**src/sv/bremx_pkg.sv**
```systemverilog
// ----------------------------------------------------------------------------
// bremx_pkg
// shared constants, register codes and control bundles of the extent finder
// ----------------------------------------------------------------------------
package bremx_pkg;

    // default image bounds
    localparam int DEF_MAX_ROWS = 64;
    localparam int DEF_MAX_COLS = 64;

    // configuration port
    localparam int CFG_W     = 7;
    localparam int CFG_IDX_W = 1;
    localparam logic [CFG_W-1:0] CNT_RST = 7'd64;

    typedef enum logic [CFG_IDX_W-1:0] {
        REG_ROW_COUNT = 1'b0,
        REG_COL_COUNT = 1'b1
    } t_cfg_reg;

    // result field widths
    localparam int OUT_WID_W  = 7;
    localparam int OUT_HGT_W  = 7;
    localparam int OUT_AREA_W = 13;
    localparam int OUT_POS_W  = 6;

    // pixel pipeline control toward the tracker
    typedef struct packed {
        logic accept;   // input beat taken into stage one
        logic advance;  // stage one moves on, its updates commit
    } t_pipe_ctl;

    // control toward the running-best units
    typedef struct packed {
        logic load;     // capture new candidates
        logic update;   // fold candidates into the best
        logic flush;    // last pixel: best goes out and restarts
    } t_best_ctl;

endpackage

```
**src/sv/bremx_track.sv**
```systemverilog
// ----------------------------------------------------------------------------
// bremx_track
// raster position, column and run tracking, candidate generation per pixel
// ----------------------------------------------------------------------------
module bremx_track
    import bremx_pkg::*;
#(
    parameter int MAX_ROWS = DEF_MAX_ROWS,
    parameter int MAX_COLS = DEF_MAX_COLS,
    localparam int RW  = $clog2(MAX_ROWS),
    localparam int CW  = $clog2(MAX_COLS),
    localparam int RHW = $clog2(MAX_ROWS + 1),
    localparam int CHW = $clog2(MAX_COLS + 1),
    localparam int AW  = $clog2(MAX_ROWS * MAX_COLS + 1)
) (
    input  logic             i_clk,
    input  logic             i_rst_n,
    input  logic [CFG_W-1:0] i_row_count,
    input  logic [CFG_W-1:0] i_col_count,
    input  t_pipe_ctl        i_ctl,
    input  logic             i_pixel,
    output logic             o_last,
    output logic [CHW-1:0]   o_w_val,
    output logic [RW-1:0]    o_w_row,
    output logic [CW-1:0]    o_w_col,
    output logic [RHW-1:0]   o_h_val,
    output logic [RW-1:0]    o_h_row,
    output logic [CW-1:0]    o_h_col,
    output logic [AW-1:0]    o_a_val,
    output logic [RW-1:0]    o_a_row,
    output logic [CW-1:0]    o_a_col,
    output logic [AW-1:0]    o_b_val,
    output logic [RW-1:0]    o_b_row,
    output logic [CW-1:0]    o_b_col
);

    localparam int KR = (RHW > CFG_W) ? RHW : CFG_W;
    localparam int KC = (CHW > CFG_W) ? CHW : CFG_W;
    localparam int PW = CHW + RHW;

    // column memories: corner row with height, and run width
    logic [RW+RHW-1:0] mem_rh [MAX_COLS];
    logic [CHW-1:0]    mem_w  [MAX_COLS];

    logic [RHW-1:0] rows;
    logic [CHW-1:0] cols;
    logic           col_end;
    logic           row_end;

    logic [RW-1:0]  r_row_pos;
    logic [CW-1:0]  r_col_pos;

    logic           r_s1_pix;
    logic [RW-1:0]  r_s1_r;
    logic [CW-1:0]  r_s1_c;
    logic           r_s1_lc;
    logic           r_s1_lr;
    logic [RW+RHW-1:0] r_rd_rh;
    logic [CHW-1:0] r_rd_w;

    logic [MAX_COLS-1:0] r_act;
    logic [MAX_COLS-1:0] r_upper;
    logic           r_left;
    logic           r_run_act;
    logic [CHW-1:0] r_run_w;
    logic [CW-1:0]  r_run_c;

    logic [RW-1:0]  rd_row;
    logic [RHW-1:0] rd_h;

    logic           s1_act;
    logic           s1_up;
    logic           s1_left;
    logic           s1_start;
    logic           s1_col_inc;
    logic [RHW-1:0] s1_h_inc;
    logic [PW-1:0]  s1_prod;
    logic [AW-1:0]  s1_area;
    logic           s1_rinc;
    logic           s1_run_on;
    logic [CHW-1:0] s1_run_w;
    logic [CW-1:0]  s1_run_c;
    logic           s1_rclose;

    logic              wr_rh_en;
    logic [RW+RHW-1:0] wr_rh_data;
    logic              wr_w_en;

    // counts held to 1..max
    always_comb begin
        if (i_row_count == '0) begin
            rows = RHW'(1);
        end else if (KR'(i_row_count) > KR'(MAX_ROWS)) begin
            rows = RHW'(MAX_ROWS);
        end else begin
            rows = RHW'(i_row_count);
        end
        if (i_col_count == '0) begin
            cols = CHW'(1);
        end else if (KC'(i_col_count) > KC'(MAX_COLS)) begin
            cols = CHW'(MAX_COLS);
        end else begin
            cols = CHW'(i_col_count);
        end
    end

    assign col_end = (CHW'(r_col_pos) + CHW'(1)) >= cols;
    assign row_end = (RHW'(r_row_pos) + RHW'(1)) >= rows;

    // raster position of the next beat
    always_ff @(posedge i_clk) begin
        if (!i_rst_n) begin
            r_row_pos <= '0;
            r_col_pos <= '0;
        end else if (i_ctl.accept) begin
            if (col_end) begin
                r_col_pos <= '0;
                r_row_pos <= row_end ? '0 : r_row_pos + RW'(1);
            end else begin
                r_col_pos <= r_col_pos + CW'(1);
            end
        end
    end

    // column memories with a bypass for the write from stage one
    always_ff @(posedge i_clk) begin
        if (wr_rh_en) begin
            mem_rh[r_s1_c] <= wr_rh_data;
        end
        if (wr_w_en) begin
            mem_w[s1_run_c] <= s1_run_w;
        end
        if (i_ctl.accept) begin
            r_s1_pix <= i_pixel;
            r_s1_r   <= r_row_pos;
            r_s1_c   <= r_col_pos;
            r_s1_lc  <= col_end;
            r_s1_lr  <= row_end;
            r_rd_rh  <= (wr_rh_en && (r_s1_c == r_col_pos)) ? wr_rh_data
                                                           : mem_rh[r_col_pos];
            r_rd_w   <= (wr_w_en && (s1_run_c == r_col_pos)) ? s1_run_w
                                                            : mem_w[r_col_pos];
        end
    end

    assign {rd_row, rd_h} = r_rd_rh;
    assign o_last = r_s1_lc && r_s1_lr;

    // stage one: region start, column and run bookkeeping
    always_comb begin
        s1_act     = r_act[r_s1_c];
        s1_up      = (r_s1_r != '0) && r_upper[r_s1_c];
        s1_left    = (r_s1_c != '0) && r_left;
        s1_start   = r_s1_pix && !s1_up && !s1_left;
        s1_col_inc = s1_act && r_s1_pix && !s1_start;
        s1_h_inc   = rd_h + RHW'(1);
        s1_prod    = PW'(r_rd_w) * PW'(s1_h_inc);
        s1_area    = s1_prod[AW-1:0];
        s1_rinc    = r_run_act && r_s1_pix;
        s1_run_on  = s1_start || s1_rinc;
        if (s1_start) begin
            s1_run_w = CHW'(1);
        end else if (s1_rinc) begin
            s1_run_w = r_run_w + CHW'(1);
        end else begin
            s1_run_w = r_run_w;
        end
        s1_run_c   = s1_start ? r_s1_c : r_run_c;
        s1_rclose  = (r_run_act && !r_s1_pix) || (s1_run_on && r_s1_lc);
    end

    assign wr_rh_en   = i_ctl.advance && (s1_start || s1_col_inc);
    assign wr_rh_data = s1_start ? {r_s1_r, RHW'(1)} : {rd_row, s1_h_inc};
    assign wr_w_en    = i_ctl.advance && s1_rclose;

    // line state, cleared when the image ends
    always_ff @(posedge i_clk) begin
        if (!i_rst_n) begin
            r_act     <= '0;
            r_upper   <= '0;
            r_left    <= 1'b0;
            r_run_act <= 1'b0;
        end else if (i_ctl.advance) begin
            if (o_last) begin
                r_act     <= '0;
                r_upper   <= '0;
                r_left    <= 1'b0;
                r_run_act <= 1'b0;
            end else begin
                r_act[r_s1_c]   <= s1_start || (s1_act && r_s1_pix);
                r_upper[r_s1_c] <= r_s1_pix;
                r_left          <= r_s1_pix;
                r_run_act       <= s1_run_on && !r_s1_lc;
            end
        end
    end

    // open run payload
    always_ff @(posedge i_clk) begin
        if (i_ctl.advance) begin
            r_run_w <= s1_run_w;
            r_run_c <= s1_run_c;
        end
    end

    // candidates; an empty one is zero and never wins
    always_comb begin
        o_w_val = '0;
        o_w_row = '0;
        o_w_col = '0;
        o_b_val = '0;
        o_b_row = '0;
        o_b_col = '0;
        if (s1_rclose) begin
            o_w_val = s1_run_w;
            o_w_row = r_s1_r;
            o_w_col = s1_run_c;
            o_b_val = AW'(s1_run_w);
            o_b_row = r_s1_r;
            o_b_col = s1_run_c;
        end
        o_h_val = '0;
        o_h_row = '0;
        o_h_col = '0;
        o_a_val = '0;
        o_a_row = '0;
        o_a_col = '0;
        if (s1_start) begin
            o_h_val = RHW'(1);
            o_h_row = r_s1_r;
            o_h_col = r_s1_c;
        end else if (s1_col_inc) begin
            o_h_val = s1_h_inc;
            o_h_row = rd_row;
            o_h_col = r_s1_c;
            o_a_val = s1_area;
            o_a_row = rd_row;
            o_a_col = r_s1_c;
        end
    end

endmodule

```
**src/sv/bremx_best.sv**
```systemverilog
// ----------------------------------------------------------------------------
// bremx_best
// running best of one measure; larger value wins, then earlier corner
// ----------------------------------------------------------------------------
module bremx_best
    import bremx_pkg::*;
#(
    parameter int VW = 7,
    parameter int RW = 6,
    parameter int CW = 6
) (
    input  logic          i_clk,
    input  logic          i_rst_n,
    input  t_best_ctl     i_ctl,
    input  logic [VW-1:0] i_a_val,
    input  logic [RW-1:0] i_a_row,
    input  logic [CW-1:0] i_a_col,
    input  logic [VW-1:0] i_b_val,
    input  logic [RW-1:0] i_b_row,
    input  logic [CW-1:0] i_b_col,
    output logic [VW-1:0] o_val,
    output logic [RW-1:0] o_row,
    output logic [CW-1:0] o_col
);

    localparam int KW = VW + RW + CW;

    logic [VW-1:0] r_a_val;
    logic [RW-1:0] r_a_row;
    logic [CW-1:0] r_a_col;
    logic [VW-1:0] r_b_val;
    logic [RW-1:0] r_b_row;
    logic [CW-1:0] r_b_col;
    logic [VW-1:0] r_best_val;
    logic [RW-1:0] r_best_row;
    logic [CW-1:0] r_best_col;

    logic [KW-1:0] a_key;
    logic [KW-1:0] b_key;
    logic [KW-1:0] best_key;
    logic          a_over_b;
    logic          a_over_best;
    logic          b_over_best;

    // candidate stage
    always_ff @(posedge i_clk) begin
        if (i_ctl.load) begin
            r_a_val <= i_a_val;
            r_a_row <= i_a_row;
            r_a_col <= i_a_col;
            r_b_val <= i_b_val;
            r_b_row <= i_b_row;
            r_b_col <= i_b_col;
        end
    end

    // inverted corner bits make one compare give value, row, column order
    assign a_key    = {r_a_val, ~r_a_row, ~r_a_col};
    assign b_key    = {r_b_val, ~r_b_row, ~r_b_col};
    assign best_key = {r_best_val, ~r_best_row, ~r_best_col};

    assign a_over_b    = a_key > b_key;
    assign a_over_best = a_key > best_key;
    assign b_over_best = b_key > best_key;

    // winner of the three
    always_comb begin
        if (a_over_b && a_over_best) begin
            o_val = r_a_val;
            o_row = r_a_row;
            o_col = r_a_col;
        end else if (!a_over_b && b_over_best) begin
            o_val = r_b_val;
            o_row = r_b_row;
            o_col = r_b_col;
        end else begin
            o_val = r_best_val;
            o_row = r_best_row;
            o_col = r_best_col;
        end
    end

    // best register, restarts after the image result
    always_ff @(posedge i_clk) begin
        if (!i_rst_n) begin
            r_best_val <= '0;
            r_best_row <= '0;
            r_best_col <= '0;
        end else if (i_ctl.update) begin
            if (i_ctl.flush) begin
                r_best_val <= '0;
                r_best_row <= '0;
                r_best_col <= '0;
            end else begin
                r_best_val <= o_val;
                r_best_row <= o_row;
                r_best_col <= o_col;
            end
        end
    end

endmodule

```
**src/sv/binary_rectangle_extent_max.sv**
```systemverilog
// ----------------------------------------------------------------------------
// binary_rectangle_extent_max
// widest, tallest and largest rectangle extent of a raster binary image
// ----------------------------------------------------------------------------
// Usage:
//   Pixels enter on i_pixel, one per beat, in raster order, under
//   i_in_valid / o_in_ready. The image size comes from the row and column
//   count registers, written through i_cfg_we / i_cfg_index / i_cfg_data
//   while no image result is pending; both reset to 64.
//   Only the last pixel of an image yields a beat on the output channel
//   (o_out_valid / i_out_ready): the largest width, height and area with
//   their corner positions, all zero when the image had no set pixel.
//   Throughput is one pixel per cycle unless stalled; a pixel touches one
//   column entry and the run registers, and the column state sits in a
//   memory whose read is issued as the pixel is accepted. o_out_valid rises
//   once the last pixel has passed stage one, stage two and the result
//   register. While the result waits, pixels of the next image still flow;
//   a second finished image stalls o_in_ready until the result is taken.
//   Reset empties the pipeline, clears all image state and restores both
//   counts; no clearing pass is needed.
// ----------------------------------------------------------------------------
module binary_rectangle_extent_max
    import bremx_pkg::*;
#(
    parameter int MAX_ROWS = DEF_MAX_ROWS,
    parameter int MAX_COLS = DEF_MAX_COLS
) (
    input  logic                  i_clk,
    input  logic                  i_rst_n,
    input  logic                  i_cfg_we,
    input  logic [CFG_IDX_W-1:0]  i_cfg_index,
    input  logic [CFG_W-1:0]      i_cfg_data,
    input  logic                  i_in_valid,
    output logic                  o_in_ready,
    input  logic                  i_pixel,
    output logic                  o_out_valid,
    input  logic                  i_out_ready,
    output logic [OUT_WID_W-1:0]  o_max_width,
    output logic [OUT_POS_W-1:0]  o_width_row,
    output logic [OUT_POS_W-1:0]  o_width_col,
    output logic [OUT_HGT_W-1:0]  o_max_height,
    output logic [OUT_POS_W-1:0]  o_height_row,
    output logic [OUT_POS_W-1:0]  o_height_col,
    output logic [OUT_AREA_W-1:0] o_max_area,
    output logic [OUT_POS_W-1:0]  o_area_row,
    output logic [OUT_POS_W-1:0]  o_area_col
);

    localparam int RW  = $clog2(MAX_ROWS);
    localparam int CW  = $clog2(MAX_COLS);
    localparam int RHW = $clog2(MAX_ROWS + 1);
    localparam int CHW = $clog2(MAX_COLS + 1);
    localparam int AW  = $clog2(MAX_ROWS * MAX_COLS + 1);

    logic [CFG_W-1:0] r_row_count;
    logic [CFG_W-1:0] r_col_count;

    logic r_s1_vld;
    logic r_s2_vld;
    logic r_s2_last;
    logic r_out_vld;

    logic out_free;
    logic s2_adv;
    logic s1_adv;
    logic in_acc;
    logic s1_last;

    t_pipe_ctl pipe_ctl;
    t_best_ctl best_ctl;

    logic [CHW-1:0] w_val;
    logic [RW-1:0]  w_row;
    logic [CW-1:0]  w_col;
    logic [RHW-1:0] h_val;
    logic [RW-1:0]  h_row;
    logic [CW-1:0]  h_col;
    logic [AW-1:0]  a_val;
    logic [RW-1:0]  a_row;
    logic [CW-1:0]  a_col;
    logic [AW-1:0]  b_val;
    logic [RW-1:0]  b_row;
    logic [CW-1:0]  b_col;

    logic [CHW-1:0] bw_val;
    logic [RW-1:0]  bw_row;
    logic [CW-1:0]  bw_col;
    logic [RHW-1:0] bh_val;
    logic [RW-1:0]  bh_row;
    logic [CW-1:0]  bh_col;
    logic [AW-1:0]  ba_val;
    logic [RW-1:0]  ba_row;
    logic [CW-1:0]  ba_col;

    logic [CHW-1:0] r_ow_val;
    logic [RW-1:0]  r_ow_row;
    logic [CW-1:0]  r_ow_col;
    logic [RHW-1:0] r_oh_val;
    logic [RW-1:0]  r_oh_row;
    logic [CW-1:0]  r_oh_col;
    logic [AW-1:0]  r_oa_val;
    logic [RW-1:0]  r_oa_row;
    logic [CW-1:0]  r_oa_col;

    // configuration registers
    always_ff @(posedge i_clk) begin
        if (!i_rst_n) begin
            r_row_count <= CNT_RST;
            r_col_count <= CNT_RST;
        end else if (i_cfg_we) begin
            unique case (t_cfg_reg'(i_cfg_index))
                REG_ROW_COUNT: r_row_count <= i_cfg_data;
                REG_COL_COUNT: r_col_count <= i_cfg_data;
                default: ;
            endcase
        end
    end

    // pipeline flow: only an image result can hold stage two
    assign out_free   = !r_out_vld || i_out_ready;
    assign s2_adv     = r_s2_vld && (!r_s2_last || out_free);
    assign s1_adv     = r_s1_vld && (!r_s2_vld || s2_adv);
    assign o_in_ready = !r_s1_vld || s1_adv;
    assign in_acc     = i_in_valid && o_in_ready;

    assign pipe_ctl = '{accept: in_acc, advance: s1_adv};
    assign best_ctl = '{load: s1_adv, update: s2_adv, flush: s2_adv && r_s2_last};

    always_ff @(posedge i_clk) begin
        if (!i_rst_n) begin
            r_s1_vld  <= 1'b0;
            r_s2_vld  <= 1'b0;
            r_s2_last <= 1'b0;
            r_out_vld <= 1'b0;
        end else begin
            r_s1_vld  <= in_acc || (r_s1_vld && !s1_adv);
            r_s2_vld  <= s1_adv || (r_s2_vld && !s2_adv);
            if (s1_adv) begin
                r_s2_last <= s1_last;
            end
            r_out_vld <= best_ctl.flush || (r_out_vld && !i_out_ready);
        end
    end

    // pixel tracking
    bremx_track #(
        .MAX_ROWS (MAX_ROWS),
        .MAX_COLS (MAX_COLS)
    ) u_track (
        .i_clk       (i_clk),
        .i_rst_n     (i_rst_n),
        .i_row_count (r_row_count),
        .i_col_count (r_col_count),
        .i_ctl       (pipe_ctl),
        .i_pixel     (i_pixel),
        .o_last      (s1_last),
        .o_w_val     (w_val),
        .o_w_row     (w_row),
        .o_w_col     (w_col),
        .o_h_val     (h_val),
        .o_h_row     (h_row),
        .o_h_col     (h_col),
        .o_a_val     (a_val),
        .o_a_row     (a_row),
        .o_a_col     (a_col),
        .o_b_val     (b_val),
        .o_b_row     (b_row),
        .o_b_col     (b_col)
    );

    // running bests
    bremx_best #(.VW(CHW), .RW(RW), .CW(CW)) u_best_w (
        .i_clk   (i_clk),
        .i_rst_n (i_rst_n),
        .i_ctl   (best_ctl),
        .i_a_val (w_val),
        .i_a_row (w_row),
        .i_a_col (w_col),
        .i_b_val ('0),
        .i_b_row ('0),
        .i_b_col ('0),
        .o_val   (bw_val),
        .o_row   (bw_row),
        .o_col   (bw_col)
    );

    bremx_best #(.VW(RHW), .RW(RW), .CW(CW)) u_best_h (
        .i_clk   (i_clk),
        .i_rst_n (i_rst_n),
        .i_ctl   (best_ctl),
        .i_a_val (h_val),
        .i_a_row (h_row),
        .i_a_col (h_col),
        .i_b_val ('0),
        .i_b_row ('0),
        .i_b_col ('0),
        .o_val   (bh_val),
        .o_row   (bh_row),
        .o_col   (bh_col)
    );

    bremx_best #(.VW(AW), .RW(RW), .CW(CW)) u_best_a (
        .i_clk   (i_clk),
        .i_rst_n (i_rst_n),
        .i_ctl   (best_ctl),
        .i_a_val (a_val),
        .i_a_row (a_row),
        .i_a_col (a_col),
        .i_b_val (b_val),
        .i_b_row (b_row),
        .i_b_col (b_col),
        .o_val   (ba_val),
        .o_row   (ba_row),
        .o_col   (ba_col)
    );

    // result register
    always_ff @(posedge i_clk) begin
        if (best_ctl.flush) begin
            r_ow_val <= bw_val;
            r_ow_row <= bw_row;
            r_ow_col <= bw_col;
            r_oh_val <= bh_val;
            r_oh_row <= bh_row;
            r_oh_col <= bh_col;
            r_oa_val <= ba_val;
            r_oa_row <= ba_row;
            r_oa_col <= ba_col;
        end
    end

    assign o_out_valid  = r_out_vld;
    assign o_max_width  = OUT_WID_W'(r_ow_val);
    assign o_width_row  = OUT_POS_W'(r_ow_row);
    assign o_width_col  = OUT_POS_W'(r_ow_col);
    assign o_max_height = OUT_HGT_W'(r_oh_val);
    assign o_height_row = OUT_POS_W'(r_oh_row);
    assign o_height_col = OUT_POS_W'(r_oh_col);
    assign o_max_area   = OUT_AREA_W'(r_oa_val);
    assign o_area_row   = OUT_POS_W'(r_oa_row);
    assign o_area_col   = OUT_POS_W'(r_oa_col);

endmodule

```
**config.mk**
```make
export PLATFORM = sky130hd
export DESIGN_NAME = binary_rectangle_extent_max
export DESIGN_NICKNAME = d
export VERILOG_FILES = /design/src/sv/bremx_pkg.sv /design/src/sv/bremx_track.sv /design/src/sv/bremx_best.sv /design/src/sv/binary_rectangle_extent_max.sv
export SDC_FILE = /design/constraint.sdc
export NUM_CORES = 2
export LEC_CHECK = 0
export CAP_MARGIN = 5
export CORE_MARGIN = 2
export CORE_UTILIZATION = 40
export DETAILED_ROUTE_END_ITERATION = 12
export DONT_BUFFER_PORTS = 1
export RECOVER_POWER = 25
export SLEW_MARGIN = 10
export SYNTH_ARGS = -nofsm -noshare
export SYNTH_HDL_FRONTEND = slang
export SYNTH_SLANG_ARGS = --single-unit
```
**constraint.sdc**
```tcl
create_clock -name i_clk -period 8.1 [get_ports i_clk]
set_input_delay 1.62 -clock i_clk [delete_from_list [all_inputs] [get_ports i_clk]]
set_output_delay 1.62 -clock i_clk [all_outputs]
set_load 0.02 [all_outputs]
```
==> impl_metrics.tcl <==
set metrics [dict create \
    outcome "finished with violations" \
    failed_checks "max-capacitance violations, max-slew violations" \
    cts-buffers-inserted 164 \
    i_o_pins 79 \
    stdcell_count 6764 \
    worstPathMaxFanout 54 \
    finalWeightedCongestion 0.8642 \
    insertion_delay_ns 0.82 \
    io_buffers 0 \
    die_area_mm2 0.1816 \
    synth_nets 4482 \
    dp_slack_ns 2.586 \
    transition_time_at_the_pin_with_the_least_slew_margin_ns 4.071 \
    post-route-drc-count 0 \
    postLayoutCellArea_mm2 0.07977 \
    report.power.total_mw 19.35 \
    cts_setup_buffers 0 \
    wire_length_of_the_first_global_routing_pass_um 271000 \
    maxSlewViolCount 730 \
    fillers 15140 \
    first_pass_iteration_count_of_the_detailed_router 5 \
    area_used_by_multi_input_combinational_logic_mm2 0.02193 \
    tritoncts "done" \
    worst-setup-path-type "reg -> reg" \
    synth-seq-area-share 0.6752 \
    synthArstFlopShare 0 \
    h-tree-depth 4 \
    drv.max_cap_violation_count 16 \
    floorplan.initialDensity 0.4038 \
    cts-resized-gates 0 \
    crit_arrival_ns 7.32 \
    vias 39480 \
    reported_leakage_power_nw 25.40 \
    synth_common_cells "sky130_fd_sc_hd__edfxtp_1 (1,454), sky130_fd_sc_hd__mux4_2 (427), sky130_fd_sc_hd__nand2_1 (239), sky130_fd_sc_hd__dfxtp_1 (223), sky130_fd_sc_hd__o21ai_0 (190)" \
    leftover_overflow_at_the_end_of_global_routing 0 \
    final_net_count 4472 \
    final.period_utilization 0.8378 \
    synth.ff_latch_count 1677 \
    worstSetupStartpointType "flip-flop" \
    syn-mean-instance-area_um2 16.59 \
    routed_wirelength_um 184000 \
    ff_latch_area_mm2 0.04813 \
    final.setup.worst_slack_ns 1.314 \
    clock-skew-final_ns 0.02728 \
    post-synth-top-count-cell "sky130_fd_sc_hd__edfxtp_1" \
    cts.clk_slew.worst_paths_ns 0.06 \
    die_h_um 426.1 \
    critical_path_required_ns 8.64 \
    timing.hold.worst.class "reg -> reg" \
    power.ir.vdd_worst_v 0.0002143 \
    num_rows 154 \
    detail-route-antenna-nets 0 \
    grt.total_usage 0.2024 \
    cts.path.max_buffers 3 \
    synth_enable_flop_cells 1454 \
    chipWidth_um 426.1 \
    grt_max_degree 281 \
    antenna_found_initial 2 \
    clock_sinks 1677 \
    synthesis.area_mm2 0.07127 \
    rsz0062_at_grt "false" \
    synth.lib_cells_used.distinct 73 \
    postCtsHoldBufs 0 \
    report.final.setup_viol 0 \
    dp.final_hpwl_um 113800 \
    drt-vias-per-instance 5.836 \
    power_density_mw_per_mm2 242.6 \
    area_growth_syn_to_layout_pct 11.92 \
    cts-root-buf "sky130_fd_sc_hd__clkbuf_16" \
    final_layout_size_suffix_gt1_frac 0.1983 \
    setup.worst_path.end_class "flip-flop" \
    whs_ns 0.4639 \
    dr.first_iter.drc_count 4419 \
    max_clock_freq_mhz 147.4 \
    final_period_minus_worst_setup_slack_ns 6.786 \
    relative_slew_slack -1.714 \
    dp.cells 6460 \
    wl_per_instance_um 27.21 \
    synthTopCellsByArea "sky130_fd_sc_hd__edfxtp_1 (61%), sky130_fd_sc_hd__mux4_2 (13%), sky130_fd_sc_hd__dfxtp_1 (6.3%)" \
    syn_inst 4296 \
    postPlaceCellArea_mm2 0.07425 \
    timing.setup.tns_ns 0 \
    timing.reg2reg.setup_slack_ns 1.31 \
    yosys.area.top_type "sky130_fd_sc_hd__edfxtp_1" \
    layout.core_utilization 0.4519 \
    final-hold-violation-count 0 \
    synthDominantCellAreaShare 0.6126 \
    coreArea_mm2 0.1765 \
    grt_pass1_vias 39090 \
    ys_dominant_reg_cell "sky130_fd_sc_hd__edfxtp_1" \
    yosys_warnings 0 \
]
==> kinds of logic (layout without fill, tap and decap cells) <==
logic type	count (synthesis)	after routing	share of synthesized area
DFF	1677	1677	0.6752
and+or+nand+nor	937	937	0.06444
xor gates and xnor gates	42	42	0.005161
buffers and inverters	398	525	0.02244
muxes	534	534	0.1505
other	0	1	0
adders and majority gates	172	172	0.03262
AOI/OAI and AO/OA	536	536	0.04958
==> worst paths after layout <==
path / start / endpoint / depth (start not counted)
min reg2reg: u_track.r_act[18] / u_track.r_act[18] / 2
max reg2reg: u_track.r_col_pos[4] / u_track.r_rd_w[0] / 8
min: u_track.r_act[18] / u_track.r_act[18] / 2
max: u_track.r_col_pos[4] / u_track.r_rd_w[0] / 8
==> flip-flops by register name (all words and copies together) (netlist names), 13 cells and up <==
| signal | flops |
|---|---|
| u_track.r_upper | 64 |
| u_track.mem_rh | 832 |
| u_track.r_rd_rh | 13 |
| u_best_a.r_a_val | 13 |
| u_track.r_act | 64 |
| u_best_a.r_best_val | 13 |
| o_max_area | 13 |
| u_track.mem_w | 448 |
==> critical path, stage by stage, from the launching register on <==
cell                       delay (ns)
sky130_fd_sc_hd__dfxtp_1         1.63
sky130_fd_sc_hd__clkbuf_1        2.92
sky130_fd_sc_hd__xor2_1          0.18
sky130_fd_sc_hd__nor4_1          0.51
sky130_fd_sc_hd__nand4_1         0.14
sky130_fd_sc_hd__a21oi_1         0.16
sky130_fd_sc_hd__nand2_1         0.06
sky130_fd_sc_hd__or4_1           0.70
sky130_fd_sc_hd__mux2i_1         0.21
==> layer usage <==
| layer | vias to the layer above | routed length, um | global-route usage |
|---|---|---|---|
| li1 | 16980 | - | - |
| met1 | 20580 | 78540 | 0.2856 |
| met2 | 1620 | 87410 | 0.3227 |
| met3 | 295 | 12540 | 0.03137 |
| met4 | 0 | 5542 | 0.06449 |
| met5 | - | 0 | 0 |
==> layout make-up <==
class | count | share of cell area
clock inverter | 103 | 0.01595
sequential | 1677 | 0.6034
clock buffer | 200 | 0.05456
multi-input combinational | 2221 | 0.2749
antenna | 1 | 0.00003137
timing repair buffer | 88 | 0.008062
tap | 2340 | 0.03670
inverter | 134 | 0.006368
==> power breakdown <==
| part | leakage (nW) | internal, mW | switching (mW) |
|---|---|---|---|
| Sequential | 15.1 | 9.56 | 0.0748 |
| Clock | 2.71 | 4.60 | 3.37 |
| Combinational | 7.62 | 0.628 | 1.12 |
==> layout by cell type (no fill, tap or decap), types with 55 or more instances in the layout <==
cell type	count
sky130_fd_sc_hd__nor2b_1	126
sky130_fd_sc_hd__dfxtp_1	222
sky130_fd_sc_hd__a21oi_1	55
sky130_fd_sc_hd__nor3_1	89
sky130_fd_sc_hd__edfxtp_1	1454
sky130_fd_sc_hd__inv_1	114
sky130_fd_sc_hd__mux4_2	427
sky130_fd_sc_hd__nor2_1	156
sky130_fd_sc_hd__nand2_1	238
sky130_fd_sc_hd__mux2i_1	74
sky130_fd_sc_hd__a22oi_1	70
sky130_fd_sc_hd__clkbuf_16	166
sky130_fd_sc_hd__nand3_1	113
sky130_fd_sc_hd__o21ai_0	191
sky130_fd_sc_hd__buf_4	69
sky130_fd_sc_hd__ha_1	149
sky130_fd_sc_hd__nor3_2	64
Power figures use the tool's default switching activity.
